**config.mk**
```make
export PLATFORM = sky130hd
export DESIGN_NAME = ordered_list_stack_engine
export DESIGN_NICKNAME = d
export VERILOG_FILES = /design/src/sv/olse_pkg.sv /design/src/sv/ordered_list_stack_engine.sv /design/src/sv/olse_ram.sv /design/src/sv/olse_dpath.sv /design/src/sv/olse_ctrl.sv
export VERILOG_INCLUDE_DIRS = /design/src /design/src/sv
export SDC_FILE = /design/constraint.sdc
export NUM_CORES = 1
export LEC_CHECK = 0
export ABC_AREA = 1
export BUFFER_PORTS_ARGS = -buffer_cell sky130_fd_sc_hd__buf_2
export CORE_ASPECT_RATIO = 0.8
export CORE_UTILIZATION = 37
export DETAILED_ROUTE_END_ITERATION = 8
export PLACE_DENSITY_LB_ADDON = 0.2
export RECOVER_POWER = 50
export SYNTH_ARGS = -nofsm -noshare
export SYNTH_HDL_FRONTEND = slang
export SYNTH_SLANG_ARGS = --single-unit
export TNS_END_PERCENT = 20
```
**constraint.sdc**
```tcl
create_clock -name clk -period 6.4 [get_ports clk]
set_input_delay 0.64 -clock clk [delete_from_list [all_inputs] [get_ports clk]]
set_output_delay 0.64 -clock clk [all_outputs]
set_load 0.005 [all_outputs]
```
**src/sv/ordered_list_stack_engine_macros.svh**
```systemverilog
// Assertion macros for the ordered list stack engine.
// Taken in by the controller and the datapath; needs nothing else.
`ifndef ORDERED_LIST_STACK_ENGINE_MACROS_SVH
`define ORDERED_LIST_STACK_ENGINE_MACROS_SVH

// Same-cycle implication, disabled while reset is asserted
`define OLSE_ASSERT_IMPL(lbl, ck, rn, ante, cons, msg) \
	lbl: assert property (@(posedge ck) disable iff (!rn) (ante) |-> (cons)) \
		else $error(msg);

// Next-cycle implication, disabled while reset is asserted
`define OLSE_ASSERT_NEXT(lbl, ck, rn, ante, cons, msg) \
	lbl: assert property (@(posedge ck) disable iff (!rn) (ante) |=> (cons)) \
		else $error(msg);

`endif

```
**src/sv/olse_pkg.sv**
```systemverilog
// Shared types and codes for the ordered list stack engine.
// No dependencies; imported by the top, controller and datapath modules.
package olse_pkg;

	// Command codes
	localparam logic [2:0] CMD_PUSH   = 3'd0;
	localparam logic [2:0] CMD_POP    = 3'd1;
	localparam logic [2:0] CMD_FIND   = 3'd2;
	localparam logic [2:0] CMD_INSERT = 3'd3;
	localparam logic [2:0] CMD_REMOVE = 3'd4;
	localparam logic [2:0] CMD_CLEAR  = 3'd5;
	localparam logic [2:0] CMD_QUERY  = 3'd6;

	// Result status codes
	localparam logic [1:0] ST_OK    = 2'd0;
	localparam logic [1:0] ST_EMPTY = 2'd1;
	localparam logic [1:0] ST_FULL  = 2'd2;
	localparam logic [1:0] ST_NOKEY = 2'd3;

	// Popped value when nothing is popped
	localparam logic signed [31:0] POP_NONE = -32'sd1;

	// Scan pointer operations
	localparam logic [2:0] PTR_HOLD     = 3'd0;
	localparam logic [2:0] PTR_TOP      = 3'd1;
	localparam logic [2:0] PTR_AFTER_RD = 3'd2;
	localparam logic [2:0] PTR_DEC      = 3'd3;
	localparam logic [2:0] PTR_INC      = 3'd4;

	// Store write selections
	localparam logic [2:0] WR_NONE = 3'd0;
	localparam logic [2:0] WR_PUSH = 3'd1;
	localparam logic [2:0] WR_UP   = 3'd2;
	localparam logic [2:0] WR_DOWN = 3'd3;
	localparam logic [2:0] WR_PUT  = 3'd4;

	// Entry count operations
	localparam logic [1:0] CNT_HOLD = 2'd0;
	localparam logic [1:0] CNT_INC  = 2'd1;
	localparam logic [1:0] CNT_DEC  = 2'd2;
	localparam logic [1:0] CNT_CLR  = 2'd3;

	typedef struct packed {
		logic [2:0]         command;
		logic signed [31:0] value;
		logic signed [31:0] key;
	} in_item_t;

	typedef struct packed {
		logic signed [31:0] popped;
		logic               found;
		logic               is_empty;
		logic [1:0]         status;
		logic [4:0]         length;
	} out_item_t;

	// Controller to datapath
	typedef struct packed {
		logic       load;
		logic       rd_en;
		logic [2:0] ptr_op;
		logic [2:0] wr_sel;
		logic       hit_capture;
		logic [1:0] cnt_op;
		logic       finish;
		logic [1:0] fin_status;
		logic       fin_found;
		logic       fin_pop;
	} dp_ctl_t;

	// Datapath to controller
	typedef struct packed {
		logic [2:0] cmd;
		logic       empty;
		logic       full;
		logic       rd_vld;
		logic       hit;
		logic       rd_at_zero;
		logic       rd_at_hit;
		logic       rd_at_last;
		logic       ptr_at_zero;
		logic       ptr_at_hit;
		logic       ptr_at_last;
	} dp_stat_t;

endpackage

```
**src/sv/ordered_list_stack_engine.sv**
```systemverilog
// Ordered list stack engine: keeps an ordered list of up to DEPTH signed 32-bit values.
// Usage: drive item (command, value, key) and raise start; the transaction is taken at
// a rising edge with start high and busy low. Busy stays high until the result is out.
// Each transaction gives one result on result, marked by done for one cycle; the
// receiver cannot hold it off and must take it in that cycle.
// Find, insert and remove walk the store one entry a cycle through the single read
// port of the entry memory, so the list length sets their latency. The next
// transaction is taken in the cycle in which done is high.
// Reset (arst_n low) empties the list; the entry memory is not cleared, as only
// entries below the count are ever read.
// Depends on olse_pkg, olse_ctrl, olse_dpath and olse_ram.
module ordered_list_stack_engine #(
	parameter int DEPTH = 16
) (
	input  logic                clk,
	input  logic                arst_n,
	input  logic                start,
	output logic                busy,
	input  olse_pkg::in_item_t  item,
	output logic                done,
	output olse_pkg::out_item_t result
);
	import olse_pkg::*;

	dp_ctl_t  ctl;
	dp_stat_t stat;

	// Sequencer
	olse_ctrl u_ctrl (
		.clk    (clk),
		.arst_n (arst_n),
		.start  (start),
		.busy   (busy),
		.stat   (stat),
		.ctl    (ctl)
	);

	// Store, count and result
	olse_dpath #(
		.DEPTH(DEPTH)
	) u_dpath (
		.clk    (clk),
		.arst_n (arst_n),
		.item   (item),
		.ctl    (ctl),
		.stat   (stat),
		.result (result),
		.done   (done)
	);

endmodule

```
**src/sv/olse_ram.sv**
```systemverilog
// Generic simple dual-port RAM: one write port, one registered read port.
// No dependencies.
module olse_ram #(
	parameter int WIDTH = 32,
	parameter int DEPTH = 16
) (
	input  logic                     clk,
	input  logic                     we,
	input  logic [$clog2(DEPTH)-1:0] waddr,
	input  logic [WIDTH-1:0]         wdata,
	input  logic [$clog2(DEPTH)-1:0] raddr,
	output logic [WIDTH-1:0]         rdata
);

	logic [WIDTH-1:0] mem_q [DEPTH];
	logic [WIDTH-1:0] rdata_q;

	// Write and registered read
	always_ff @(posedge clk) begin
		if (we) begin
			mem_q[waddr] <= wdata;
		end
		rdata_q <= mem_q[raddr];
	end

	assign rdata = rdata_q;

endmodule

```
**src/sv/olse_dpath.sv**
```systemverilog
// Datapath of the ordered list stack engine: entry store, count, scan pointer, result.
// Depends on olse_pkg, olse_ram and the assertion macro header.
`include "ordered_list_stack_engine_macros.svh"

module olse_dpath #(
	parameter int DEPTH = 16
) (
	input  logic               clk,
	input  logic               arst_n,
	input  olse_pkg::in_item_t item,
	input  olse_pkg::dp_ctl_t  ctl,
	output olse_pkg::dp_stat_t stat,
	output olse_pkg::out_item_t result,
	output logic               done
);
	import olse_pkg::*;

	localparam int AW = $clog2(DEPTH);
	localparam int CW = $clog2(DEPTH + 1);

	// The store keeps the top of the list at the highest used address.
	in_item_t        item_q;
	logic [CW-1:0]   count_q;
	logic [CW-1:0]   count_d;
	logic [CW-1:0]   count_m1;
	logic [AW-1:0]   top_addr;
	logic [AW-1:0]   ptr_q;
	logic [AW-1:0]   ptr_d;
	logic            rd_vld_s1;
	logic [AW-1:0]   rd_addr_s1;
	logic [AW-1:0]   rd_after;
	logic [AW-1:0]   hit_q;
	logic [31:0]     rdata;
	logic [31:0]     skey;
	logic            we;
	logic [AW-1:0]   waddr;
	logic [31:0]     wdata;
	out_item_t       result_q;
	logic            done_q;

	assign count_m1 = count_q - CW'(1);
	assign top_addr = count_m1[AW-1:0];
	assign rd_after = rd_addr_s1 + AW'(1);

	// Insert searches by key, find and remove by value
	assign skey = (item_q.command == CMD_INSERT) ? item_q.key : item_q.value;

	// Status towards the controller
	assign stat.cmd         = item_q.command;
	assign stat.empty       = (count_q == '0);
	assign stat.full        = (count_q == CW'(DEPTH));
	assign stat.rd_vld      = rd_vld_s1;
	assign stat.hit         = rd_vld_s1 && (rdata == skey);
	assign stat.rd_at_zero  = (rd_addr_s1 == '0);
	assign stat.rd_at_hit   = (rd_addr_s1 == hit_q);
	assign stat.rd_at_last  = (rd_addr_s1 == top_addr);
	assign stat.ptr_at_zero = (ptr_q == '0);
	assign stat.ptr_at_hit  = (ptr_q == hit_q);
	assign stat.ptr_at_last = (ptr_q == top_addr);

	// Advance the scan pointer
	always_comb begin
		ptr_d = ptr_q;
		unique case (ctl.ptr_op)
			PTR_HOLD:     ptr_d = ptr_q;
			PTR_TOP:      ptr_d = top_addr;
			PTR_AFTER_RD: ptr_d = rd_after;
			PTR_DEC:      ptr_d = ptr_q - AW'(1);
			PTR_INC:      ptr_d = ptr_q + AW'(1);
			default:      ptr_d = ptr_q;
		endcase
	end

	// Select the store write
	always_comb begin
		we    = 1'b0;
		waddr = count_q[AW-1:0];
		wdata = item_q.value;
		unique case (ctl.wr_sel)
			WR_NONE: we = 1'b0;
			WR_PUSH: begin
				we    = 1'b1;
				waddr = count_q[AW-1:0];
				wdata = item_q.value;
			end
			WR_UP: begin
				we    = 1'b1;
				waddr = rd_after;
				wdata = rdata;
			end
			WR_DOWN: begin
				we    = 1'b1;
				waddr = rd_addr_s1 - AW'(1);
				wdata = rdata;
			end
			WR_PUT: begin
				we    = 1'b1;
				waddr = hit_q;
				wdata = item_q.value;
			end
			default: we = 1'b0;
		endcase
	end

	// Update the entry count
	always_comb begin
		unique case (ctl.cnt_op)
			CNT_HOLD: count_d = count_q;
			CNT_INC:  count_d = count_q + CW'(1);
			CNT_DEC:  count_d = count_m1;
			CNT_CLR:  count_d = '0;
		endcase
	end

	olse_ram #(
		.WIDTH(32),
		.DEPTH(DEPTH)
	) u_store (
		.clk   (clk),
		.we    (we),
		.waddr (waddr),
		.wdata (wdata),
		.raddr (ptr_q),
		.rdata (rdata)
	);

	// Control registers
	always_ff @(posedge clk or negedge arst_n) begin
		if (!arst_n) begin
			count_q   <= '0;
			rd_vld_s1 <= 1'b0;
			done_q    <= 1'b0;
		end else begin
			count_q   <= count_d;
			rd_vld_s1 <= ctl.rd_en;
			done_q    <= ctl.finish;
		end
	end

	// Payload registers
	always_ff @(posedge clk) begin
		if (ctl.load) begin
			item_q <= item;
		end
		ptr_q      <= ptr_d;
		rd_addr_s1 <= ptr_q;
		if (ctl.hit_capture) begin
			hit_q <= rd_addr_s1;
		end
		if (ctl.finish) begin
			result_q.popped   <= ctl.fin_pop ? $signed(rdata) : POP_NONE;
			result_q.found    <= ctl.fin_found;
			result_q.is_empty <= (count_d == '0);
			result_q.status   <= ctl.fin_status;
			result_q.length   <= 5'(count_d);
		end
	end

	assign result = result_q;
	assign done   = done_q;

	`OLSE_ASSERT_IMPL(a_inc_not_full, clk, arst_n, ctl.cnt_op == CNT_INC, count_q < CW'(DEPTH), "grow full")
	`OLSE_ASSERT_IMPL(a_dec_not_empty, clk, arst_n, ctl.cnt_op == CNT_DEC, count_q != '0, "shrink empty")
	`OLSE_ASSERT_IMPL(a_move_has_data, clk, arst_n, ctl.wr_sel == WR_UP || ctl.wr_sel == WR_DOWN, rd_vld_s1, "move no data")

endmodule

```
**src/sv/olse_ctrl.sv**
```systemverilog
// Controller of the ordered list stack engine: sequences scans, shifts and results.
// Depends on olse_pkg and the assertion macro header.
`include "ordered_list_stack_engine_macros.svh"

module olse_ctrl (
	input  logic               clk,
	input  logic               arst_n,
	input  logic               start,
	output logic               busy,
	input  olse_pkg::dp_stat_t stat,
	output olse_pkg::dp_ctl_t  ctl
);
	import olse_pkg::*;

	localparam logic [2:0] S_IDLE      = 3'd0;
	localparam logic [2:0] S_DECODE    = 3'd1;
	localparam logic [2:0] S_SCAN      = 3'd2;
	localparam logic [2:0] S_INS_SHIFT = 3'd3;
	localparam logic [2:0] S_INS_PUT   = 3'd4;
	localparam logic [2:0] S_REM_SHIFT = 3'd5;
	localparam logic [2:0] S_POP_RD    = 3'd6;
	localparam logic [2:0] S_POP_WAIT  = 3'd7;

	logic [2:0] state_q;
	logic [2:0] state_d;

	// Next state and datapath commands
	always_comb begin
		ctl     = '0;
		state_d = state_q;
		unique case (state_q)
			S_IDLE: begin
				if (start) begin
					ctl.load = 1'b1;
					state_d  = S_DECODE;
				end
			end
			S_DECODE: begin
				unique case (stat.cmd)
					CMD_PUSH: begin
						ctl.finish = 1'b1;
						state_d    = S_IDLE;
						if (stat.full) begin
							ctl.fin_status = ST_FULL;
						end else begin
							ctl.wr_sel = WR_PUSH;
							ctl.cnt_op = CNT_INC;
						end
					end
					CMD_POP: begin
						if (stat.empty) begin
							ctl.finish     = 1'b1;
							ctl.fin_status = ST_EMPTY;
							state_d        = S_IDLE;
						end else begin
							ctl.ptr_op = PTR_TOP;
							state_d    = S_POP_RD;
						end
					end
					CMD_FIND, CMD_REMOVE: begin
						if (stat.empty) begin
							ctl.finish     = 1'b1;
							ctl.fin_status = ST_NOKEY;
							state_d        = S_IDLE;
						end else begin
							ctl.ptr_op = PTR_TOP;
							state_d    = S_SCAN;
						end
					end
					CMD_INSERT: begin
						priority if (stat.full) begin
							ctl.finish     = 1'b1;
							ctl.fin_status = ST_FULL;
							state_d        = S_IDLE;
						end else if (stat.empty) begin
							ctl.finish     = 1'b1;
							ctl.fin_status = ST_NOKEY;
							state_d        = S_IDLE;
						end else begin
							ctl.ptr_op = PTR_TOP;
							state_d    = S_SCAN;
						end
					end
					CMD_CLEAR: begin
						ctl.cnt_op = CNT_CLR;
						ctl.finish = 1'b1;
						state_d    = S_IDLE;
					end
					CMD_QUERY: begin
						ctl.finish = 1'b1;
						state_d    = S_IDLE;
					end
					default: begin
						ctl.finish = 1'b1;
						state_d    = S_IDLE;
					end
				endcase
			end
			// Walk from the top towards the bottom, one read a cycle
			S_SCAN: begin
				priority if (stat.hit) begin
					ctl.rd_en  = 1'b0;
					ctl.ptr_op = PTR_HOLD;
					priority if (stat.cmd == CMD_FIND) begin
						ctl.finish    = 1'b1;
						ctl.fin_found = 1'b1;
						state_d       = S_IDLE;
					end else if (stat.cmd == CMD_INSERT) begin
						ctl.hit_capture = 1'b1;
						ctl.ptr_op      = PTR_TOP;
						state_d         = S_INS_SHIFT;
					end else if (stat.rd_at_last) begin
						ctl.cnt_op = CNT_DEC;
						ctl.finish = 1'b1;
						state_d    = S_IDLE;
					end else begin
						ctl.ptr_op = PTR_AFTER_RD;
						state_d    = S_REM_SHIFT;
					end
				end else if (stat.rd_vld && stat.rd_at_zero) begin
					ctl.rd_en      = 1'b0;
					ctl.finish     = 1'b1;
					ctl.fin_status = ST_NOKEY;
					state_d        = S_IDLE;
				end else begin
					// Keep reading; hold at the bottom entry
					ctl.rd_en  = 1'b1;
					ctl.ptr_op = stat.ptr_at_zero ? PTR_HOLD : PTR_DEC;
				end
			end
			// Move entries from the top down to the match one place up
			S_INS_SHIFT: begin
				ctl.rd_en  = 1'b1;
				ctl.ptr_op = stat.ptr_at_hit ? PTR_HOLD : PTR_DEC;
				if (stat.rd_vld) begin
					ctl.wr_sel = WR_UP;
					if (stat.rd_at_hit) begin
						ctl.rd_en = 1'b0;
						state_d   = S_INS_PUT;
					end
				end
			end
			S_INS_PUT: begin
				ctl.wr_sel = WR_PUT;
				ctl.cnt_op = CNT_INC;
				ctl.finish = 1'b1;
				state_d    = S_IDLE;
			end
			// Close the gap: move entries above the match one place down
			S_REM_SHIFT: begin
				ctl.rd_en  = 1'b1;
				ctl.ptr_op = stat.ptr_at_last ? PTR_HOLD : PTR_INC;
				if (stat.rd_vld) begin
					ctl.wr_sel = WR_DOWN;
					if (stat.rd_at_last) begin
						ctl.rd_en  = 1'b0;
						ctl.cnt_op = CNT_DEC;
						ctl.finish = 1'b1;
						state_d    = S_IDLE;
					end
				end
			end
			S_POP_RD: begin
				ctl.rd_en = 1'b1;
				state_d   = S_POP_WAIT;
			end
			S_POP_WAIT: begin
				ctl.fin_pop = 1'b1;
				ctl.cnt_op  = CNT_DEC;
				ctl.finish  = 1'b1;
				state_d     = S_IDLE;
			end
		endcase
	end

	// State register
	always_ff @(posedge clk or negedge arst_n) begin
		if (!arst_n) begin
			state_q <= S_IDLE;
		end else begin
			state_q <= state_d;
		end
	end

	assign busy = (state_q != S_IDLE);

	`OLSE_ASSERT_NEXT(a_finish_idle, clk, arst_n, ctl.finish, state_q == S_IDLE, "no idle after result")
	`OLSE_ASSERT_NEXT(a_accept_decode, clk, arst_n, start && !busy, state_q == S_DECODE, "accept lost")
	`OLSE_ASSERT_IMPL(a_finish_busy, clk, arst_n, ctl.finish, busy, "result while idle")

endmodule
```
==> impl_metrics.py, run 1 <==
metrics = {
    "clock_tree": {
        "clk_latency_ps": 620,
        "cts_resized": 0,
        "ctsRootBufferMaster": "clkbuf_16",
        "cts_setup_buffers": 0,
        "htree_levels": 3,
        "cts_buffer_depth": 3,
        "cts_tree": "done",
        "clkSlewWorstSetupHoldPaths_ps": 70,
        "clkSinkCount": 674,
        "hold_buffers": 1,
        "cts-buffers-inserted": 68,
    },
    "route": {
        "vias_per_cell": 5.35,
        "firstDrtPassIters": 5,
        "ant_nets": 0,
        "routed_wl_um": 80400,
        "wire_per_inst_um": 23.1,
        "dr.first_iter.drc_count": 1775,
        "vias": 18597,
        "drcViolationCount": 0,
    },
    "worst_setup_path": {
        "rr_endpoint": "u_dpath.ptr_q[3]$_DFFE_PP_",
        "start_kind": "flip-flop",
        "r2r_cells": 13,
        "slowest_delay_ps": 2060,
        "critPathCaptureType": "flip-flop",
        "r2r_start": "u_dpath.ptr_q[2]$_DFFE_PP_",
        "arrival_ps": 5350,
        "path_max_fanout": 52,
        "crit_top_cell": "nand2_1",
        "cp_data_required_time_ps": 6750,
        "r2r_slack_ps": 1400,
        "worst-setup-path-type": "reg2reg",
        "cp_slowest_cell": "clkbuf_1",
        "worstPathCellList": "clkbuf_1 > inv_1 > nand2_1 > nand3_1 > o21ai_1 > ha_1 > a21oi_1 > nand2_1 > xor2_1 > inv_1 > nor2_1 > nor2_1 > nand2_1",
    },
    "die": {
        "dieArea_um2": 75700,
        "num_rows": 89,
        "core_area_um2": 73700,
        "die_x_um": 307,
        "initial_core_util_pct": 37.4,
        "ios": 113,
        "die_h_um": 246,
    },
    "yosys": {
        "syn_nets": 2390,
        "synthCells": 2311,
        "syn_avg_cell_area_um2": 11.9,
        "yosys_warnings": 0,
        "synth_area_um2": 27600,
        "ys_seq_elements": 674,
        "async_reset_ff_share_pct": 1.48,
        "ys_seq_area_share_pct": 71.9,
        "synth_edf_count": 628,
        "ys_types": 42,
        "ys.flop_type": "edfxtp_1",
    },
    "outcome": {
        "violations": "capacitance limit, slew limit",
        "status": "complete, but fails checks",
    },
    "sta": {
        "worst_slack_ps": 1400,
        "slew_headroom_pct": -145,
        "finalHoldWorstSlack_ps": 199,
        "grt_setup_unrepaired": "false",
        "finalSetupTns_ps": 0,
        "hold_viol_final": 0,
        "setup_viol": 0,
        "max_clock_freq_mhz": 200,
        "period_share_pct": 78.1,
        "final_max_slew_viol_count": 244,
        "fin_worst_skew_ps": 26.6,
        "period_needed_ps": 5000,
        "worst_slew_pin_slew_ps": 3670,
    },
    "hold_path": {
        "hold-path-endpoint": "u_dpath.item_q[19]$_DFFE_PP_",
        "hp-class": "in2reg",
        "min_from": "item[19]",
        "holdPathStages": 1,
    },
    "placement": {
        "dp_slack_ps": 2010,
        "postPlaceCellArea_um2": 29500,
        "place.gp.congestion": 0.893,
        "io_buffers": 112,
        "dp_hpwl_um": 48800,
        "dpl.cell_count": 3356,
    },
    "finish": {
        "seqCellArea_um2": 19800,
        "fin_cells": 3477,
        "nets": 2505,
        "multi_input_area_um2": 6890,
        "num_antenna_cells": 0,
        "area_growth_pct": 14.0,
        "final_util_pct": 42.7,
        "fillers": 6966,
        "drive_gt1_share_pct": 9.13,
        "finish.instance_area_um2": 31500,
    },
    "power": {
        "power_leakage_nw": 10.8,
        "p_comb_share_pct": 33.3,
        "p_int_mw": 9.14,
        "p_sw_mw": 5.66,
        "swShare_pct": 38.3,
        "p_per_area_nw_per_um2": 471,
        "pwr-share-clk_pct": 25.8,
        "power_mw": 14.8,
        "seq_power_share_pct": 40.8,
        "ir_worst_vdd_mv": 0.289,
    },
    "run": {
        "drv_cap": 5,
    },
    "global_routing": {
        "grt_pass1_vias": 17857,
        "grt-ovfl-total": 0,
        "grtUsageTotal_pct": 21.2,
        "grt_pass1_wl_um": 118000,
        "antenna_found_initial": 2,
        "grt_max_degree": 214,
    },
}
-- worst max-delay path, delay by kind of cell, from the launching register on --
family | cells | cell delay (ps)
DFF | 1 | 320
buffers and inverters | 3 | 2470
AOI/OAI and AO/OA | 2 | 780
xor gates and xnor gates | 1 | 150
and+or+nand+nor | 6 | 610
adders and majority gates | 1 | 400
-- synthesized netlist by cell type (4+ instances only) --
cell type	instances	area share, %
nor2_1	354	4.8
nand3_1	79	1.4
inv_1	127	1.7
edfxtp_1	628	68
ha_1	8	0.36
o221ai_1	89	2.8
buf_1	8	0.11
nor4_1	5	0.11
inv_2	4	0.054
buf_2	6	0.11
dfxtp_1	36	2.6
o211ai_1	45	1.2
a21oi_1	8	0.15
dfrtp_1	10	0.91
o21ai_0	296	5.4
clkbuf_1	109	1.5
nand2_1	363	4.9
o22ai_1	40	0.91
nor3_1	15	0.27
xnor2_1	6	0.19
nand4_1	32	0.73
xor2_1	13	0.41
-- cells in the final DEF (no fill, tap or decap), types with 2 or more instances in the layout --
| master | netlist | layout |
|---|---|---|
| dfxtp_1 | 36 | 36 |
| xnor2_1 | 6 | 6 |
| nand3_1 | 79 | 79 |
| nand2_2 | 3 | 3 |
| o22ai_1 | 40 | 40 |
| dfrtp_1 | 10 | 10 |
| ha_1 | 8 | 8 |
| clkbuf_1 | 109 | 92 |
| edfxtp_1 | 628 | 628 |
| inv_2 | 4 | 4 |
| inv_1 | 127 | 125 |
| o21ai_0 | 296 | 294 |
| clkinv_2 | 0 | 6 |
| clkbuf_16 | 0 | 70 |
| o211ai_1 | 45 | 45 |
| nor3_1 | 15 | 15 |
| buf_2 | 6 | 73 |
| clkinv_1 | 1 | 13 |
| nand3_2 | 3 | 3 |
| nor2_2 | 2 | 3 |
| nor2_1 | 354 | 336 |
| buf_12 | 0 | 2 |
| bufinv_16 | 0 | 3 |
| nand2_1 | 363 | 363 |
| or2_2 | 2 | 2 |
| clkinv_8 | 0 | 3 |
| inv_6 | 0 | 3 |
| a21oi_1 | 8 | 8 |
| o221ai_1 | 89 | 89 |
| buf_4 | 3 | 26 |
| o21ai_1 | 2 | 4 |
| nor4_1 | 5 | 5 |
| nor2_4 | 1 | 18 |
| xor2_1 | 13 | 13 |
| clkinvlp_4 | 0 | 3 |
| nand4_1 | 32 | 32 |
-- routing by layer --
| layer | up-vias | share of wire [%] | global-route usage [%] |
|---|---|---|---|
| met4 | 0 | 2.3 | 5.56 |
| met2 | 538 | 46 | 33.1 |
| met5 | - | 0 | 0 |
| li1 | 8568 | - | - |
| met1 | 9365 | 46 | 30.5 |
| met3 | 126 | 5.4 | 3.48 |
-- power groups by stage --
stage / Sequential (mW) / Clock [mW] / Combinational, mW
detailed placement: 6.11 / 0 / 5.01
global placement: 6.11 / 0 / 4.96
finish: 6.04 / 3.82 / 4.93
floorplan: 5.98 / 0 / 3.15
global route: 6.08 / 4.06 / 5.46
CTS: 6.02 / 3.90 / 5.02
-- registers in the layout, indices dropped and copies added, names as in the netlist --
| name | cells |
|---|---|
| u_dpath.hit_q | 4 |
| u_dpath.rd_addr_s1 | 4 |
| u_dpath.item_q | 64 |
| u_ctrl.state_q | 3 |
| u_dpath.result | 41 |
| u_dpath.ptr_q | 4 |
| u_dpath.u_store.mem_q | 512 |
| u_dpath.done | 1 |
| u_dpath.u_store.rdata | 32 |
| u_dpath.rd_vld_s1 | 1 |
| u_dpath.stat | 3 |
| u_dpath.count_q | 5 |
-- layout make-up --
cell class	count	area share, %
flip-flops and latches	674	63.0
well taps	1001	3.98
repair buffers	174	2.80
clock inverters	30	0.855
clock buffers	90	5.81
multi-input cells	1376	21.9
inverters	132	1.60
-- kinds of logic (layout without fill, tap and decap cells) --
group / after synthesis / count (layout) / synth area share [%]
simple gates: 862 / 862 / 12.7
buf+inv: 261 / 426 / 3.68
compound gates: 486 / 486 / 10.7
xor+xnor: 19 / 19 / 0.603
fa+ha+maj: 9 / 9 / 0.435
flops: 674 / 674 / 71.9
-- how the worst max path moves through the flow --
stage                                  startpoint                                 endpoint  slack [ps]
floorplan              u_dpath.stat[12]$_DFFE_PP_              u_dpath.result[0]$_DFFE_PP_        1120
detailed placement  u_ctrl.state_q[2]$_DFFE_PN0P_  u_dpath.u_store.mem_q[13][12]$_DFFE_PP_        2010
global placement       u_dpath.stat[10]$_DFFE_PP_         u_dpath.result[27]$_SDFFCE_PN1P_        2170
global route           u_dpath.ptr_q[2]$_DFFE_PP_               u_dpath.ptr_q[3]$_DFFE_PP_         950
finish                 u_dpath.ptr_q[2]$_DFFE_PP_               u_dpath.ptr_q[3]$_DFFE_PP_        1400
CTS                 u_ctrl.state_q[2]$_DFFE_PN0P_   u_dpath.u_store.mem_q[13][5]$_DFFE_PP_        2000
Power figures use the tool's default switching activity.
==> run 2, diff against run 1 <==
clock period = 4.3 ns   (was 6.4 ns; I/O delays follow)
==> run 2 against run 1 <==
  * The flow still finishes with violations (capacitance limit, slew limit)
  * First-iteration DRC count grew 12%
  * Clock skew down 2.6 ps
  * Final cell count grew 2.6%
  * Fmax increased by 23%
  * Cell area grew 3.3%
  * Core utilization is 1.4 points higher
  * Clock power increased by 55%
  * Worst hold slack lost 110 ps
  * Combinational power rose by 49%
  * Global-route usage fell by 0.088 points
  * Flip-flop and latch count did not move
  * Critical path type unchanged
==> impl_metrics.py, run 2 (synthesis results as in run 1) <==
metrics = {
    "outcome": {
        "status": "complete, but fails checks",
        "violations": "capacitance limit, slew limit",
    },
    "hold_path": {
        "holdPathStages": 1,
        "hp-class": "in2reg",
    },
    "route": {
        "drcViolationCount": 0,
        "vias": 18819,
        "ant_nets": 0,
        "vias_per_cell": 5.28,
        "wire_per_inst_um": 22.5,
        "firstDrtPassIters": 5,
        "dr.first_iter.drc_count": 1988,
        "routed_wl_um": 80200,
    },
    "placement": {
        "io_buffers": 112,
        "dp_hpwl_um": 48800,
        "dp_slack_ps": 491,
        "place.gp.congestion": 0.902,
    },
    "sta": {
        "final_max_slew_viol_count": 167,
        "worst_slew_pin_slew_ps": 2520,
        "setup_viol": 0,
        "max_clock_freq_mhz": 246,
        "period_share_pct": 94.7,
        "slew_headroom_pct": -67.7,
        "worst_slack_ps": 230,
        "period_needed_ps": 4070,
        "finalSetupTns_ps": 0,
        "grt_setup_unrepaired": "false",
        "fin_worst_skew_ps": 24.0,
        "hold_viol_final": 0,
    },
    "worst_setup_path": {
        "critPathCapture": "u_dpath.u_store.rdata[17]$_DFF_P_",
        "cp_slowest_cell": "clkbuf_1",
        "r2r_cells": 5,
        "start_kind": "flip-flop",
        "worstPathCellList": "clkbuf_1 > buf_4 > o221ai_1 > o211ai_1 > nand2_1",
        "r2r_slack_ps": 230,
        "slowest_delay_ps": 1810,
        "worst-setup-path-type": "reg2reg",
        "critPathCaptureType": "flip-flop",
        "arrival_ps": 4550,
        "path_max_fanout": 68,
        "rr_endpoint": "u_dpath.u_store.rdata[17]$_DFF_P_",
        "crit_path_start": "u_dpath.ptr_q[2]$_DFFE_PP_",
        "r2r_start": "u_dpath.ptr_q[2]$_DFFE_PP_",
        "cp_data_required_time_ps": 4780,
    },
    "die": {
        "core_area_um2": 73700,
        "die_h_um": 246,
        "num_rows": 89,
        "dieArea_um2": 75700,
        "die_x_um": 307,
        "ios": 113,
        "initial_core_util_pct": 37.4,
    },
    "global_routing": {
        "grt_pass1_vias": 17832,
        "grtUsageTotal_pct": 21.1,
        "grt_max_degree": 169,
        "grt-ovfl-total": 0,
        "grt_pass1_wl_um": 117000,
        "antenna_found_initial": 2,
    },
    "clock_tree": {
        "hold_buffers": 66,
        "cts_setup_buffers": 0,
        "clk_latency_ps": 620,
        "ctsRootBufferMaster": "clkbuf_16",
        "cts-buffers-inserted": 66,
        "htree_levels": 3,
        "clkSlewWorstSetupHoldPaths_ps": 60,
        "cts_resized": 0,
        "cts_buffer_depth": 3,
        "cts_tree": "done",
        "clkSinkCount": 674,
    },
    "finish": {
        "drive_gt1_share_pct": 9.79,
        "final_common_cell": "edfxtp_1",
        "top_register": "u_dpath.u_store.mem_q",
        "final_cell_mix": "628 x edfxtp_1, 363 x nand2_1, 336 x nor2_1",
        "largest_register_ff_count": 512,
        "nets": 2591,
        "final_util_pct": 44.1,
        "area_growth_pct": 17.7,
    },
    "power": {
        "ir_worst_vdd_mv": 0.388,
        "power_leakage_nw": 11.2,
        "p_per_area_nw_per_um2": 687,
    },
    "run": {
        "drv_cap": 4,
    },
}
-- run 2: changes by cell type in the layout (fill, tap and decap cells not counted), moves of 3 or more --
cell / before / now
clkinv_8: 3 / 0
clkinv_2: 6 / 10
buf_4: 26 / 41
clkinvlp_4: 3 / 6
bufinv_16: 3 / 6
buf_12: 2 / 10
dlygate4sd3_1: 1 / 66
buf_2: 73 / 62
clkbuf_8: 0 / 4
-- run 2: worst min path at each step --
stage	slack, ps	to	startpoint
3_3_place_gp	310	u_dpath.done$_DFF_PN0_	arst_n
2_1_floorplan	130	u_ctrl.state_q[0]$_DFFE_PN0P_	arst_n
3_5_place_dp	310	u_dpath.count_q[3]$_DFF_PN0_	arst_n
5_1_grt	80	u_dpath.item_q[63]$_DFFE_PP_	item[63]
6_report	90	u_dpath.item_q[63]$_DFFE_PP_	item[63]
4_1_cts	5	u_dpath.item_q[63]$_DFFE_PP_	item[63]
-- run 2: layer usage --
| metal | vias to the layer above | global-route usage, % | share of wire [%] |
|---|---|---|---|
| li1 | 8750 | - | - |
| met1 | 9346 | 31.6 | 47 |
| met2 | 622 | 31.7 | 44 |
| met3 | 101 | 3.78 | 6.7 |
| met4 | 0 | 4.87 | 1.9 |
| met5 | - | 0 | 0 |
-- run 2: layout make-up --
class / instances / area (um2)
Clock buffer: 85 / 1870
Multi-Input combinational cell: 1376 / 6890
Inverter: 132 / 502
Sequential cell: 674 / 19800
Fill cell: 6862 / 41200
Timing Repair Buffer: 262 / 1790
Tap cell: 1001 / 1250
Antenna cell: 1 / 2.50
Clock inverter: 35 / 338
-- run 2: where the power goes --
group,internal [mW],switching [mW]
logic,1.96,5.41
clock network,3.44,2.48
registers,8.51,0.524
total,13.9,8.41
-- run 2: worst max-delay path: cells and delay by family, from the launching register on --
kind / cells / cell delay, ps
compound gates: 2 / 540
simple gates: 1 / 110
buf+inv: 2 / 2790
flops: 1 / 440
-- run 2: per-stage QoR --
stage,instance area [um2],hold slack [ps],power (mW),instances
final,32500,87.8,22.3,3566
after global routing,32500,79.8,23.5,3565
after CTS,32700,4.51,22.5,3565
after detailed placement,29800,311,16.5,3379
after global placement,29800,307,16.5,3379
after floorplan,27600,134,13.6,2311
==> run 3, diff against run 2 <==
clock period = 3.5 ns   (was 4.3 ns; I/O delays follow)
==> run 3 against run 2 <==
  * Worst setup slack better by 1.5 ps
  * Clock power increased by 18%
  * Non-clock buffer count is 36 higher
  * Largest cell class unchanged
  * Global-route usage decreased by 0.67 points
  * Flip-flop and latch count is the same
  * Core utilization up 0.79 points
  * The run still ends with capacitance limit, slew limit left
  * Sequential power up 22%
  * Cell area rose by 1.8%
==> impl_metrics.py, run 3 (synthesis results as in run 1) <==
metrics = {
    "outcome": {
        "status": "complete, but fails checks",
        "violations": "capacitance limit, slew limit",
    },
    "finish": {
        "top_register": "u_dpath.u_store.mem_q",
        "drive_gt1_share_pct": 11.3,
        "num_antenna_cells": 0,
        "finish.instance_area_um2": 33100,
        "largest_register_ff_count": 512,
        "area_growth_pct": 19.8,
        "nets": 2628,
        "final_cell_mix": "628 x edfxtp_1, 363 x nand2_1, 336 x nor2_1",
        "fin_cells": 3602,
        "final_common_cell": "edfxtp_1",
    },
    "global_routing": {
        "antenna_found_initial": 0,
        "grt-ovfl-total": 0,
        "grt_pass1_wl_um": 115000,
        "grtUsageTotal_pct": 20.4,
        "grt_max_degree": 171,
        "grt_pass1_vias": 18194,
    },
    "route": {
        "wire_per_inst_um": 21.5,
        "routed_wl_um": 77600,
        "firstDrtPassIters": 5,
        "ant_nets": 0,
        "dr.first_iter.drc_count": 1621,
        "drcViolationCount": 0,
        "vias_per_cell": 5.22,
        "vias": 18798,
    },
    "clock_tree": {
        "htree_levels": 3,
        "clkSlewWorstSetupHoldPaths_ps": 60,
        "cts_setup_buffers": 0,
        "cts_buffer_depth": 3,
        "cts_tree": "done",
        "clkSinkCount": 674,
        "cts-buffers-inserted": 67,
        "clk_latency_ps": 600,
        "ctsRootBufferMaster": "clkbuf_16",
    },
    "sta": {
        "grt_setup_unrepaired": "false",
        "fin_worst_skew_ps": 16.5,
        "final_max_slew_viol_count": 102,
        "hold_viol_final": 0,
        "finalHoldWorstSlack_ps": 284,
        "slew_headroom_pct": -17.1,
        "worst_slew_pin_slew_ps": 1760,
        "max_clock_freq_mhz": 306,
        "finalSetupTns_ps": 0,
        "period_share_pct": 93.4,
        "period_needed_ps": 3270,
        "setup_viol": 0,
    },
    "worst_setup_path": {
        "cp_data_required_time_ps": 3800,
        "r2r_slack_ps": 230,
        "arrival_ps": 3560,
        "critPathCaptureType": "flip-flop",
        "path_max_fanout": 18,
        "start_kind": "flip-flop",
        "worst-setup-path-type": "reg2reg",
    },
    "placement": {
        "dpl.cell_count": 3413,
        "dp_hpwl_um": 49600,
        "io_buffers": 112,
        "postPlaceCellArea_um2": 30500,
        "place.gp.congestion": 0.954,
    },
    "power": {
        "power_leakage_nw": 11.5,
        "p_per_area_nw_per_um2": 835,
        "seq_power_share_pct": 39.7,
        "p_int_mw": 17.1,
        "ir_worst_vdd_mv": 0.588,
        "swShare_pct": 38.0,
        "p_sw_mw": 10.5,
        "p_comb_share_pct": 35.0,
        "power_mw": 27.6,
        "pwr-share-clk_pct": 25.3,
    },
    "die": {
        "die_x_um": 307,
        "core_area_um2": 73700,
        "dieArea_um2": 75700,
        "die_h_um": 246,
        "ios": 113,
        "num_rows": 89,
        "initial_core_util_pct": 37.4,
    },
    "run": {
        "drv_cap": 2,
    },
    "hold_path": {
        "hp-class": "in2reg",
    },
}
==> run 3: cell count changes in the layout (fill, tap and decap cells not counted), moves of 2 or more <==
cell           delta
clkbuf_1          -4
clkbuf_2         +13
buf_12           +31
buf_2             +4
buf_4             -3
dlygate4sd3_1     +2
bufinv_16         -2
clkbuf_16         -2
inv_6             +2
clkinv_8          +2
clkinvlp_4        -4
clkbuf_8          -3
==> run 3: final cells by class <==
class,count,area [um2]
Sequential cell,674,19800
Fill cell,6797,40700
Multi-Input combinational cell,1376,6910
Timing Repair Buffer,298,2460
Inverter,132,502
Tap cell,1001,1250
Clock inverter,33,302
Clock buffer,88,1810
==> run 3: power groups by stage <==
stage / Sequential, mW / Combinational (mW) / Clock [mW]
after floorplan: 10.9 / 5.78 / 0
after global placement: 11.1 / 9.77 / 0
after detailed placement: 11.1 / 9.81 / 0
after CTS: 10.9 / 9.91 / 7.13
after global routing: 11.0 / 10.6 / 7.42
final: 11.0 / 9.66 / 6.98
==> run 3: worst paths after layout <==
check                                                         end  cells after the start                     startpoint
hold / removal                      u_ctrl.state_q[0]$_DFFE_PN0P_                      5                          start
setup reg to reg           u_dpath.u_store.mem_q[10][5]$_DFFE_PP_                     14  u_ctrl.state_q[2]$_DFFE_PN0P_
setup / recovery           u_dpath.u_store.mem_q[10][5]$_DFFE_PP_                     14  u_ctrl.state_q[2]$_DFFE_PN0P_
min in group asynchronous           u_ctrl.state_q[0]$_DFFE_PN0P_                      2                         arst_n
hold reg to reg                      u_dpath.count_q[4]$_DFF_PN0_                      2   u_dpath.count_q[4]$_DFF_PN0_
max in group asynchronous            u_dpath.count_q[3]$_DFF_PN0_                      2                         arst_n
==> run 3: worst max-delay path, stage by stage (launching register included) <==
cell and delay [ps]:
dfrtp_1 480, nand2_1 120, nor2_1 240, inv_1 100, nor2_1 200, inv_1 90
nand2_1 140, nor2_1 100, inv_1 120, o21ai_0 270, buf_4 270, inv_1 60
nand2_1 260, nor2_4 270, buf_12 200
==> run 3: per-layer routing <==
layer,global-route usage (%),vias to the layer above,part of all wire [%]
met5,0,-,0
met2,32.3,482,47
met3,2.98,107,5.1
li1,-,8844,-
met1,29.2,9365,46
met4,5.90,0,2.4
==> run 3: stage by stage <==
step / setup slack [ps] / util, %
2_1_floorplan: -95.4 / -
3_3_place_gp: 373 / 41.3
3_5_place_dp: 243 / 41.3
4_1_cts: 211 / 45.1
5_1_grt: 3.68 / 44.8
6_report: 231 / 44.8
==> run 3: repair_timing <==
action	CTS	global route
endpoints found under the setup margin	0	372
hold endpoints to repair	77	0
resized for setup	0	4
hold buffers	68	0
